===== src/hw/rtl/nearest_grid_pixel_index_assert.svh =====
// assertion macros for the nearest grid pixel index block
`ifndef NEAREST_GRID_PIXEL_INDEX_ASSERT_SVH
`define NEAREST_GRID_PIXEL_INDEX_ASSERT_SVH
// implication checked on every clock edge outside reset
`define NGPI_ASSERT_IMP(label, a, c) \
    label: assert property (@(posedge clk) disable iff (!rst_n) (a) |-> (c)) \
        else $error("ngpi check failed");
// next-cycle implication
`define NGPI_ASSERT_NEXT(label, a, c) \
    label: assert property (@(posedge clk) disable iff (!rst_n) (a) |=> (c)) \
        else $error("ngpi check failed");
`endif


===== src/hw/rtl/ngpi_pkg.sv =====
// shared types, constants and widths for the nearest grid pixel index block
package ngpi_pkg;
    localparam int unsigned MAX_COLS_DEF = 4096;
    localparam int unsigned MAX_ROWS_DEF = 4096;
    localparam int unsigned QW = 34;
    localparam int unsigned NUM_W = 35;
    localparam int unsigned DEN_W = 32;
    localparam int unsigned CNT_W = 3;
    localparam logic [CNT_W-1:0] REG_ORIGIN_X = 3'd0;
    localparam logic [CNT_W-1:0] REG_ORIGIN_Y = 3'd1;
    localparam logic [CNT_W-1:0] REG_STEP_X = 3'd2;
    localparam logic [CNT_W-1:0] REG_STEP_Y = 3'd3;
    localparam logic [CNT_W-1:0] REG_GRID_COLS = 3'd4;
    localparam logic [CNT_W-1:0] REG_GRID_ROWS = 3'd5;
    localparam logic [CNT_W-1:0] REG_TOL_SQ = 3'd6;
    localparam logic [CNT_W-1:0] REG_TOL_ON = 3'd7;

    typedef struct packed {
        logic signed [32:0] ddx;
        logic signed [32:0] ddy;
        logic               last;
    } side_t;
endpackage


===== src/hw/rtl/ngpi_div_cell.sv =====
// one restoring division cell: two quotient bits of both axes per cell
module ngpi_div_cell
(
    input  logic                      clk,
    input  logic                      rst_n,
    input  logic                      vld_in,
    input  logic [ngpi_pkg::NUM_W-1:0] rx_in,
    input  logic [ngpi_pkg::NUM_W-1:0] ry_in,
    input  logic [ngpi_pkg::QW-1:0]    qx_in,
    input  logic [ngpi_pkg::QW-1:0]    qy_in,
    input  logic [ngpi_pkg::DEN_W-1:0] dx_in,
    input  logic [ngpi_pkg::DEN_W-1:0] dy_in,
    input  logic                      nx_in,
    input  logic                      ny_in,
    input  ngpi_pkg::side_t           side_in,
    output logic                      vld_out,
    output logic [ngpi_pkg::NUM_W-1:0] rx_out,
    output logic [ngpi_pkg::NUM_W-1:0] ry_out,
    output logic [ngpi_pkg::QW-1:0]    qx_out,
    output logic [ngpi_pkg::QW-1:0]    qy_out,
    output logic [ngpi_pkg::DEN_W-1:0] dx_out,
    output logic [ngpi_pkg::DEN_W-1:0] dy_out,
    output logic                      nx_out,
    output logic                      ny_out,
    output ngpi_pkg::side_t           side_out
);
    import ngpi_pkg::*;

    localparam int unsigned RW = DEN_W + 1;

    logic              vld_reg;
    logic [NUM_W-1:0]  rx_reg, ry_reg, rx_next, ry_next;
    logic [QW-1:0]     qx_reg, qy_reg, qx_next, qy_next;
    logic [DEN_W-1:0]  dx_reg, dy_reg;
    logic              nx_reg, ny_reg;
    side_t             side_reg;

    // two restoring steps: the numerator word shifts into the remainder msb first
    // and each quotient bit enters at its bottom
    function automatic logic [NUM_W+QW-1:0] two_steps(
        input logic [NUM_W-1:0] r, input logic [QW-1:0] q,
        input logic [DEN_W-1:0] d);
        logic [NUM_W-1:0] rr;
        logic [QW-1:0]    qq;
        logic [RW-1:0]    sh;
        logic [RW:0]      t;
        int               k;
        rr = r;
        qq = q;
        for (k = 0; k < 2; k++)
        begin
            sh = {rr[DEN_W-1:0], qq[QW-1]};
            t  = {1'b0, sh} - {2'b00, d};
            qq = {qq[QW-2:0], ~t[RW]};
            if (!t[RW])
                rr = NUM_W'(t[RW-1:0]);
            else
                rr = NUM_W'(sh);
        end
        return {rr, qq};
    endfunction

    always_comb
    begin
        {rx_next, qx_next} = two_steps(rx_in, qx_in, dx_in);
        {ry_next, qy_next} = two_steps(ry_in, qy_in, dy_in);
    end

    always_ff @(posedge clk or negedge rst_n)
    begin
        if (!rst_n)
        begin
            vld_reg <= 1'b0;
        end
        else
        begin
            vld_reg <= vld_in;
        end
    end

    always_ff @(posedge clk)
    begin
        rx_reg   <= rx_next;
        ry_reg   <= ry_next;
        qx_reg   <= qx_next;
        qy_reg   <= qy_next;
        dx_reg   <= dx_in;
        dy_reg   <= dy_in;
        nx_reg   <= nx_in;
        ny_reg   <= ny_in;
        side_reg <= side_in;
    end

    assign vld_out  = vld_reg;
    assign rx_out   = rx_reg;
    assign ry_out   = ry_reg;
    assign qx_out   = qx_reg;
    assign qy_out   = qy_reg;
    assign dx_out   = dx_reg;
    assign dy_out   = dy_reg;
    assign nx_out   = nx_reg;
    assign ny_out   = ny_reg;
    assign side_out = side_reg;
endmodule

===== config.mk =====
export PLATFORM = sky130hd
export DESIGN_NAME = ngpi_div_cell
export DESIGN_NICKNAME = d
export VERILOG_FILES = /design/src/hw/rtl/nearest_grid_pixel_index_assert.svh /design/src/hw/rtl/ngpi_pkg.sv /design/src/hw/rtl/ngpi_div_cell.sv
export SDC_FILE = /design/constraint.sdc
export NUM_CORES = 1
export LEC_CHECK = 0
export BUFFER_PORTS_ARGS = -buffer_cell sky130_fd_sc_hd__buf_2
export CAP_MARGIN = 0
export CORE_AREA = 2 2 215 217
export CTS_CLUSTER_SIZE = 30
export DETAILED_ROUTE_END_ITERATION = 7
export DIE_AREA = 0 0 217 219
export PLACE_DENSITY_LB_ADDON = 0.2
export SYNTH_ARGS = -nofsm -noshare
export SYNTH_HDL_FRONTEND = slang
export SYNTH_SLANG_ARGS = --single-unit

===== constraint.sdc =====
create_clock -name clk -period 0.8 [get_ports clk]
set_input_delay 0.04 -clock clk [delete_from_list [all_inputs] [get_ports clk]]
set_output_delay 0.04 -clock clk [all_outputs]
set_load 0.02 [all_outputs]

# Yosys cells after proc, flatten, opt, wreduce, memory -nomap -nowiden
# Cells that the tools add are included.
# W data, S select, Z words.
[totals]
register_bits = 272
latch_bits = 0
ramBits = 0
mem_bits_ro = 0
inputBits = 274
output_inout_bits = 272
elab_cells = 24
memories = 0
[classes]
n_addsub = 4
multipliers = 0
n_div = 0
order_cmp = 0
eq_ne = 0
n_shift = 0
n_mux = 4
bitwise_logic = 4
reduce_logical = 0
[ops]
columns = ["operator", "n"]
rows = [
  ["$sub A33 B32 Y34", 4],
  ["$mux W33", 2],
  ["$mux W32", 2],
  ["$not A1 Y1", 4],
]

# Longest topological paths before layout
# Gate-level depths: netlist of run 1.
[logic_depth]
depth_word = 4
depth_mapped = 27
depth_no_buf = 24

# Least setup slack after synthesis of run 1
# OpenSTA, ideal clock, no wires.
[synth_timing]
path_type = "input to register"
from = "in dy_in[14] (netlist bit)"
to = "reg ry_reg[15] (netlist: ry_out[15])"
setup_time_ns = 0.121
arrival_ns = 5.128
required_ns = 0.679
path_slack_ns = -4.449
stages = 25
n_path_buf = 4
cell_sequence = "inv_1 > ha_1 > a211oi_1 > nor2_1 > o21ai_1 > o21ai_1 > o31ai_1 > a31oi_1 > nor3_2 > inv_2 > buf_2 > mux2_2 > ha_1 > buf_6 > a21o_1 > a211o_1 > a311oi_2 > a21bo_1 > a2111oi_2 > o21bai_1 > nand3_1 > or3b_1 > buf_6 > buf_6 > mux2_4"
[synth_via]
elab_chain_cells = 4
[synth_rtl]
columns = ["item", "line", "source"]
rows = [
  ["start: declaration", "ngpi_div_cell.sv:12", "input logic [ngpi_pkg::DEN_W-1:0] dy_in,"],
  ["$sub A33 B32 Y34", "ngpi_div_cell.sv:53", "t = {1'b0, sh} - {2'b00, d};"],
  ["$mux W32", "ngpi_div_cell.sv:55", "if (!t[RW])"],
  ["$sub A33 B32 Y34", "ngpi_div_cell.sv:53", ""],
  ["$mux W33 (*)", "ngpi_div_cell.sv:55", ""],
  ["named net ry_next[15]", "ngpi_div_cell.sv:32", "logic [NUM_W-1:0] rx_reg, ry_reg, rx_next, ry_next;"],
  ["end signal: assignment", "ngpi_div_cell.sv:84", "ry_reg <= ry_next;"],
  ["end: declaration", "ngpi_div_cell.sv:32", ""],
]
# The timed path passes the listed nets; every way through them passes the cells marked *.

# Final worst setup path of run 1
[layout_timing]
from = "in dy_in[8] (netlist bit)"
to = "reg ry_reg[7] (netlist: ry_out[7])"
# Same word-level chain as after synthesis.

==> results of run 1 <==
==> where the power goes <==
part / switching, mW / internal (mW) / leakage [nW]
combinational: 14.0 / 17.6 / 10.4
sequential: 1.30 / 16.1 / 2.27
clock: 6.18 / 8.90 / 0.518
==> sequential cells by signal (all words and copies together) (netlist names) <==
| signal | cells |
|---|---|
| side_out | 67 |
| qy_out | 34 |
| dx_out | 32 |
| rx_out | 33 |
| ry_out | 33 |
| nx_out | 1 |
| qx_out | 34 |
| dy_out | 32 |
| vld_out | 1 |
| ny_out | 1 |
==> through the flow <==
step | util | setup TNS [ns] | instances
6_report | 0.612 | -324.34 | 3335
5_1_grt | 0.612 | -347.24 | 3332
4_1_cts | 0.602 | -331.52 | 3314
3_5_place_dp | 0.464 | -309.56 | 3005
3_3_place_gp | 0.464 | -304.66 | 3005
2_1_floorplan | - | -265.56 | 1412
==> worst min-delay path by stage <==
stage,from,to
2_1_floorplan,rst_n,vld_out
3_3_place_gp,rst_n,vld_out
6_report,ry_in[5],ry_out[7]
3_5_place_dp,rst_n,vld_out
4_1_cts,dy_in[9],dy_out[9]
5_1_grt,ry_in[5],ry_out[7]
==> kinds of logic after synthesis <==
logic type / count (synthesis) / synth area share
compound gates: 399 / 0.191
xor+xnor: 96 / 0.0634
fa+ha+maj: 132 / 0.127
buf+inv: 127 / 0.0404
flops: 268 / 0.405
mux: 69 / 0.0613
other cells: 1 / 0.000283
simple gates: 317 / 0.112
==> cell type report <==
cell class / instances / share of cell area
timing repair inverter: 2 / 0.000589
clock inverter: 23 / 0.0104
timing repair buffer: 1288 / 0.396
inverter: 96 / 0.0158
clock buffer: 34 / 0.0289
antenna: 7 / 0.000634
multi-input combinational: 1017 / 0.314
tap: 600 / 0.0272
sequential: 268 / 0.207
==> layer usage <==
metal  routed length (um)  global-route usage
met5                   55                   0
met4                 1300              0.0573
met3                 2960              0.0460
met2                29900               0.431
met1                22000               0.251
==> repair_timing <==
| item | in CTS | in global routing |
|---|---|---|
| buffers inserted | 44 | 19 |
| setup endpoints to repair | 338 | 338 |
| hold buffers | 201 | 1 |
| pin swaps | 37 | 46 |
| hold endpoints to repair | 240 | 15 |
| resized for setup | 928 | 103 |
| cloned | 7 | 1 |
==> synthesized netlist by cell type (all sizes together) (5+ instances only) <==
cell,count
nor3,21
nor2,83
a31oi,11
and3,19
nand4,9
nand2b,15
a21oi,130
mux2,65
o211ai,8
o21a,34
o31a,5
o21ai,82
a211oi,15
a21boi,8
nand2,104
xor2,35
buf,17
a21o,41
ha,128
xnor2,61
dfxtp,267
nand3,28
inv,96
clkbuf,14
o31ai,13
o21bai,11
nor2b,16
==> critical path, stage by stage <==
cell and delay, ns:
buf_8 0.08, inv_4 0.03, ha_4 0.28, nand4_1 0.18, nor4bb_4 0.37, o31ai_4 0.16, o21ai_2 0.22, o31ai_4 0.11
a31oi_4 0.21, nor3_4 0.07, bufinv_8 0.23, mux2_4 0.33, ha_4 0.22, a21o_1 0.17, a211o_1 0.32, a311oi_2 0.33
a21bo_4 0.29, a2111oi_4 0.33, o21bai_2 0.13, nand3_1 0.11, or3b_4 0.44, buf_12 0.16, buf_12 0.14, mux2_4 0.29
==> impl_metrics.tcl, run 1 <==
set metrics [dict create \
    run_status "finished with violations" \
    violations "hold timing, setup timing" \
    place_ws_ns -4.84 \
    synth_cell_types 76 \
    tritoncts "built" \
    grt_antenna_before_repair 14 \
    post-route-cell-area_um2 27600 \
    cts_root_buf "clkbuf_16" \
    hold-worst-slack_ns -0.120 \
    clk_pin_slew_ns 0.06 \
    grt_pass1_wl_mm 84.8 \
    grt_usage 0.225 \
    drt_iter0_drc 496 \
    place.gp.congestion 0.914 \
    path_class "primary input to register" \
    cp_max_fo 7 \
    drv_cap 0 \
    critPathRequiredTime_ns 1.26 \
    setup_ws_ns -3.99 \
    final_common_cell "buf_4" \
    routed_wl_mm 56.2 \
    max_freq_mhz 209 \
    yosys.area.top_type "dfxtp_1" \
    crit_path_start_kind "primary input" \
    synth_seq_cells 268 \
    final_nets 3110 \
    grt_setup_unrepaired "true" \
    grt_pass1_vias 16223 \
    syn_avg_cell_area_um2 9.42 \
    cts.sinks 268 \
    grt_max_degree 22 \
    fillers 3656 \
    num_rows 78 \
    p_leak_nw 13.2 \
    min_period_over_period 5.99 \
    syn2layout_area_growth_pct 108 \
    grt.overflow.total 0 \
    async_reset_ff_frac 0.00373 \
    start_util 0.294 \
    numCtsBuffers 31 \
    die_w_um 217 \
    layout_common_cells "buf_4 (523), buf_6 (292), dfxtp_2 (264)" \
    postSynthCellCount 1409 \
    dieArea_um2 47500 \
    hpwl_mm 39.4 \
    vias 15277 \
    seqCellArea_um2 5710 \
    end_kind "register" \
    core-area_um2 45100 \
    tightest_slew_ns 0.540 \
    fp.dieH_um 219 \
    htree_levels 1 \
    ir_drop_mv 2.79 \
    dr.pass1.iters 5 \
    ios 546 \
    slew_headroom 0.636 \
    crit_arrival_ns 5.25 \
    min_period_ns 4.79 \
    final_layout_size_suffix_gt1_frac 0.614 \
    yosys_warnings 0 \
    p_per_area_nw_per_um2 2320 \
    synth.area.top_cells "dfxtp_1 (40%), ha_1 (12%), a21oi_1 (4.9%), xnor2_1 (4.0%), mux2_1 (3.0%)" \
    ant_nets 0 \
    ys.flop_type "dfxtp_1" \
    hold_depth 3 \
    synth_top_area_share 0.403 \
    placed_area_um2 20900 \
    crit_start "dy_in[8]" \
    viasPerCell 4.58 \
    synth.cell_area_um2 13300 \
    hold_viol 18 \
    drc 0 \
    finalSetupViolations 338 \
    clk_path_buf_depth 3 \
    final_max_slew_viol_count 0 \
    synth_edf_count 0 \
    portBuffers 535 \
    total_power_mw 64.1 \
    hold_class "primary input to register" \
    multiInputGateArea_um2 8670 \
    routedWlPerCell_um 16.9 \
    crit_end "ry_out[7]" \
    seq_area_frac_synth 0.405 \
]
(Power assumes the default switching activity.)
==> inputs of run 2 (changes only) <==
--- a/config.mk
+++ b/config.mk
@@ -12,6 +12,7 @@
 export DETAILED_ROUTE_END_ITERATION = 7
 export DIE_AREA = 0 0 217 219
 export PLACE_DENSITY_LB_ADDON = 0.2
+export RECOVER_POWER = 100
 export SYNTH_ARGS = -nofsm -noshare
 export SYNTH_HDL_FRONTEND = slang
 export SYNTH_SLANG_ARGS = --single-unit
==> run 2 against run 1 <==
Against the previous run:
- the flow still finishes with violations (hold timing, setup timing)
- sequential share of layout area grew 0.065 points
- combinational power is essentially flat
- largest power group unchanged
- non-clock buffer count is the same
- critical endpoint unchanged
- critical path type unchanged
==> impl_metrics.tcl, run 2 (same netlist as run 1, synthesis figures left out) <==
set metrics [dict create \
    run_status "finished with violations" \
    violations "hold timing, setup timing" \
    portBuffers 535 \
    multiInputGateArea_um2 8670 \
    max_freq_mhz 209 \
    clk_pin_slew_ns 0.06 \
    hpwl_mm 39.4 \
    vias 15276 \
    cts.sinks 268 \
    hold-worst-slack_ns -0.120 \
    seqCellArea_um2 5710 \
    drv_cap 0 \
    place.gp.congestion 0.914 \
    core-area_um2 45100 \
    tritoncts "built" \
    crit_start "dy_in[8]" \
    slew_headroom 0.638 \
    drt_iter0_drc 521 \
    final_cells 3335 \
    grt.overflow.total 0 \
    cpMaxStageDelayCell "or3b_4" \
    grt_usage 0.225 \
    grt_pass1_vias 16223 \
    crit_path_start_kind "primary input" \
    critPathBufInv 5 \
    clk_path_buf_depth 3 \
    fp.dieH_um 219 \
    post-route-cell-area_um2 27500 \
    cts_root_buf "clkbuf_16" \
    worstPathCellList "buf_8 -> inv_4 -> ha_4 -> nand4_1 -> nor4bb_4 -> o31ai_4 -> o21ai_2 -> o31ai_4 -> a31oi_4 -> nor3_4 -> bufinv_8 -> mux2_4 -> ha_4 -> a21o_1 -> a211o_1 -> a311oi_2 -> a21bo_4 -> a2111oi_4 -> o21bai_2 -> nand3_1 -> or3b_4 -> buf_12 -> buf_12 -> mux2_4" \
    dr.pass1.iters 5 \
    num_rows 78 \
    wl_met2_mm 30.0 \
    largest_reg_flops 67 \
    min_period_over_period 5.99 \
    syn2layout_area_growth_pct 107 \
    htree_levels 1 \
    ir_drop_mv 2.79 \
    grt_pass1_wl_mm 84.8 \
    die_w_um 217 \
    start_util 0.294 \
    hold_viol 18 \
    ios 546 \
    end_kind "register" \
    hold_depth 3 \
    final_layout_size_suffix_gt1_frac 0.600 \
    path_delay_family "compound AO/OA/AOI/OAI gates" \
    crit_end "ry_out[7]" \
    routed_wl_mm 56.3 \
    dieArea_um2 47500 \
    wirelength_met1_mm 22.0 \
    ant_nets 0 \
    fillers 3686 \
    drc 0 \
    placed_area_um2 20900 \
    viasPerCell 4.58 \
    cp.depth 24 \
    place_inst 3005 \
    p_per_area_nw_per_um2 2330 \
    hold_class "primary input to register" \
    grt_antenna_before_repair 14 \
    final_common_cell "buf_4" \
    tightest_slew_ns 0.538 \
    p_leak_nw 13.1 \
    grt_max_degree 22 \
    numCtsBuffers 31 \
    grt_setup_unrepaired "true" \
    final_max_slew_viol_count 0 \
    dr_wl_met3_mm 2.96 \
    setup_ws_ns -3.99 \
    crit_arrival_ns 5.25 \
    finalSetupViolations 338 \
    critPathRequiredTime_ns 1.26 \
    path_class "primary input to register" \
    min_period_ns 4.79 \
    layout_common_cells "buf_4 (523), buf_6 (289), dfxtp_2 (264)" \
    routedWlPerCell_um 16.9 \
    cp_slowest_stage_delay_ns 0.44 \
    topRoutingLayerUsed "met5" \
    cp_max_fo 7 \
    final_nets 3110 \
]
## run 2: cell types whose count changed in the layout (fill, tap and decap cells not counted)
cell | previous run | this run
buf_2 | 248 | 214
buf_6 | 292 | 289
buf_8 | 7 | 5
clkbuf_1 | 2 | 39
clkbuf_2 | 0 | 1
buf_1 | 0 | 1
## run 2: final cells by class
| cell class | instances | area share |
|---|---|---|
| Multi-Input combinational cell | 1017 | 0.315 |
| Timing Repair inverter | 2 | 0.000591 |
| Clock buffer | 34 | 0.0290 |
| Tap cell | 600 | 0.0273 |
| Timing Repair Buffer | 1288 | 0.394 |
| Clock inverter | 23 | 0.0104 |
| Sequential cell | 268 | 0.208 |
| Inverter | 96 | 0.0159 |
| Antenna cell | 7 | 0.000636 |
## run 2: routing by layer
metal  up-vias  GRT usage
li1       7601          -
met1      7194      0.251
met2       376      0.431
met3        95     0.0460
met4        10     0.0573
met5         -          0
## run 2: worst min-delay path by stage
stage / start / to / slack (ns)
finish: ry_in[5] / ry_out[7] / -0.12
global route: ry_in[5] / ry_out[7] / -0.13
CTS: dy_in[9] / dy_out[9] / -0.46
detailed placement: rst_n / vld_out / -0.18
global placement: rst_n / vld_out / -0.18
floorplan: rst_n / vld_out / -0.26
## run 2: what timing repair did
item,in CTS,in global routing
pin swaps,37,46
buffers inserted,44,19
endpoints found under the hold margin,240,15
endpoints found under the setup margin,338,338
cloned,7,1
gates resized for setup,928,103
hold buffers,201,1
## run 2: power breakdown
| group | internal [mW] | switching [mW] |
|---|---|---|
| Sequential | 16.1 | 1.29 |
| Clock | 8.90 | 6.18 |
| Combinational | 17.5 | 14.0 |
| Total | 42.6 | 21.5 |
## run 2: worst min-delay path: cells and delay by family
kind                   cells  cell delay [ns]
multiplexers               2             0.30
buffers and inverters      1             0.08
## run 2: metrics by stage
stage                     setup slack [ns]  total power [mW]   util  TNS (ns)  hold WS [ns]
final                                -3.99              64.1  0.610   -329.22        -0.120
after global routing                 -4.18              67.5  0.610   -352.42        -0.133
after CTS                            -3.90              63.7  0.602   -331.52        -0.458
after detailed placement             -4.84              41.6  0.464   -309.56        -0.182
after global placement               -4.72              41.4  0.464   -304.66        -0.185
after floorplan                      -4.18              31.2      -   -265.56        -0.256
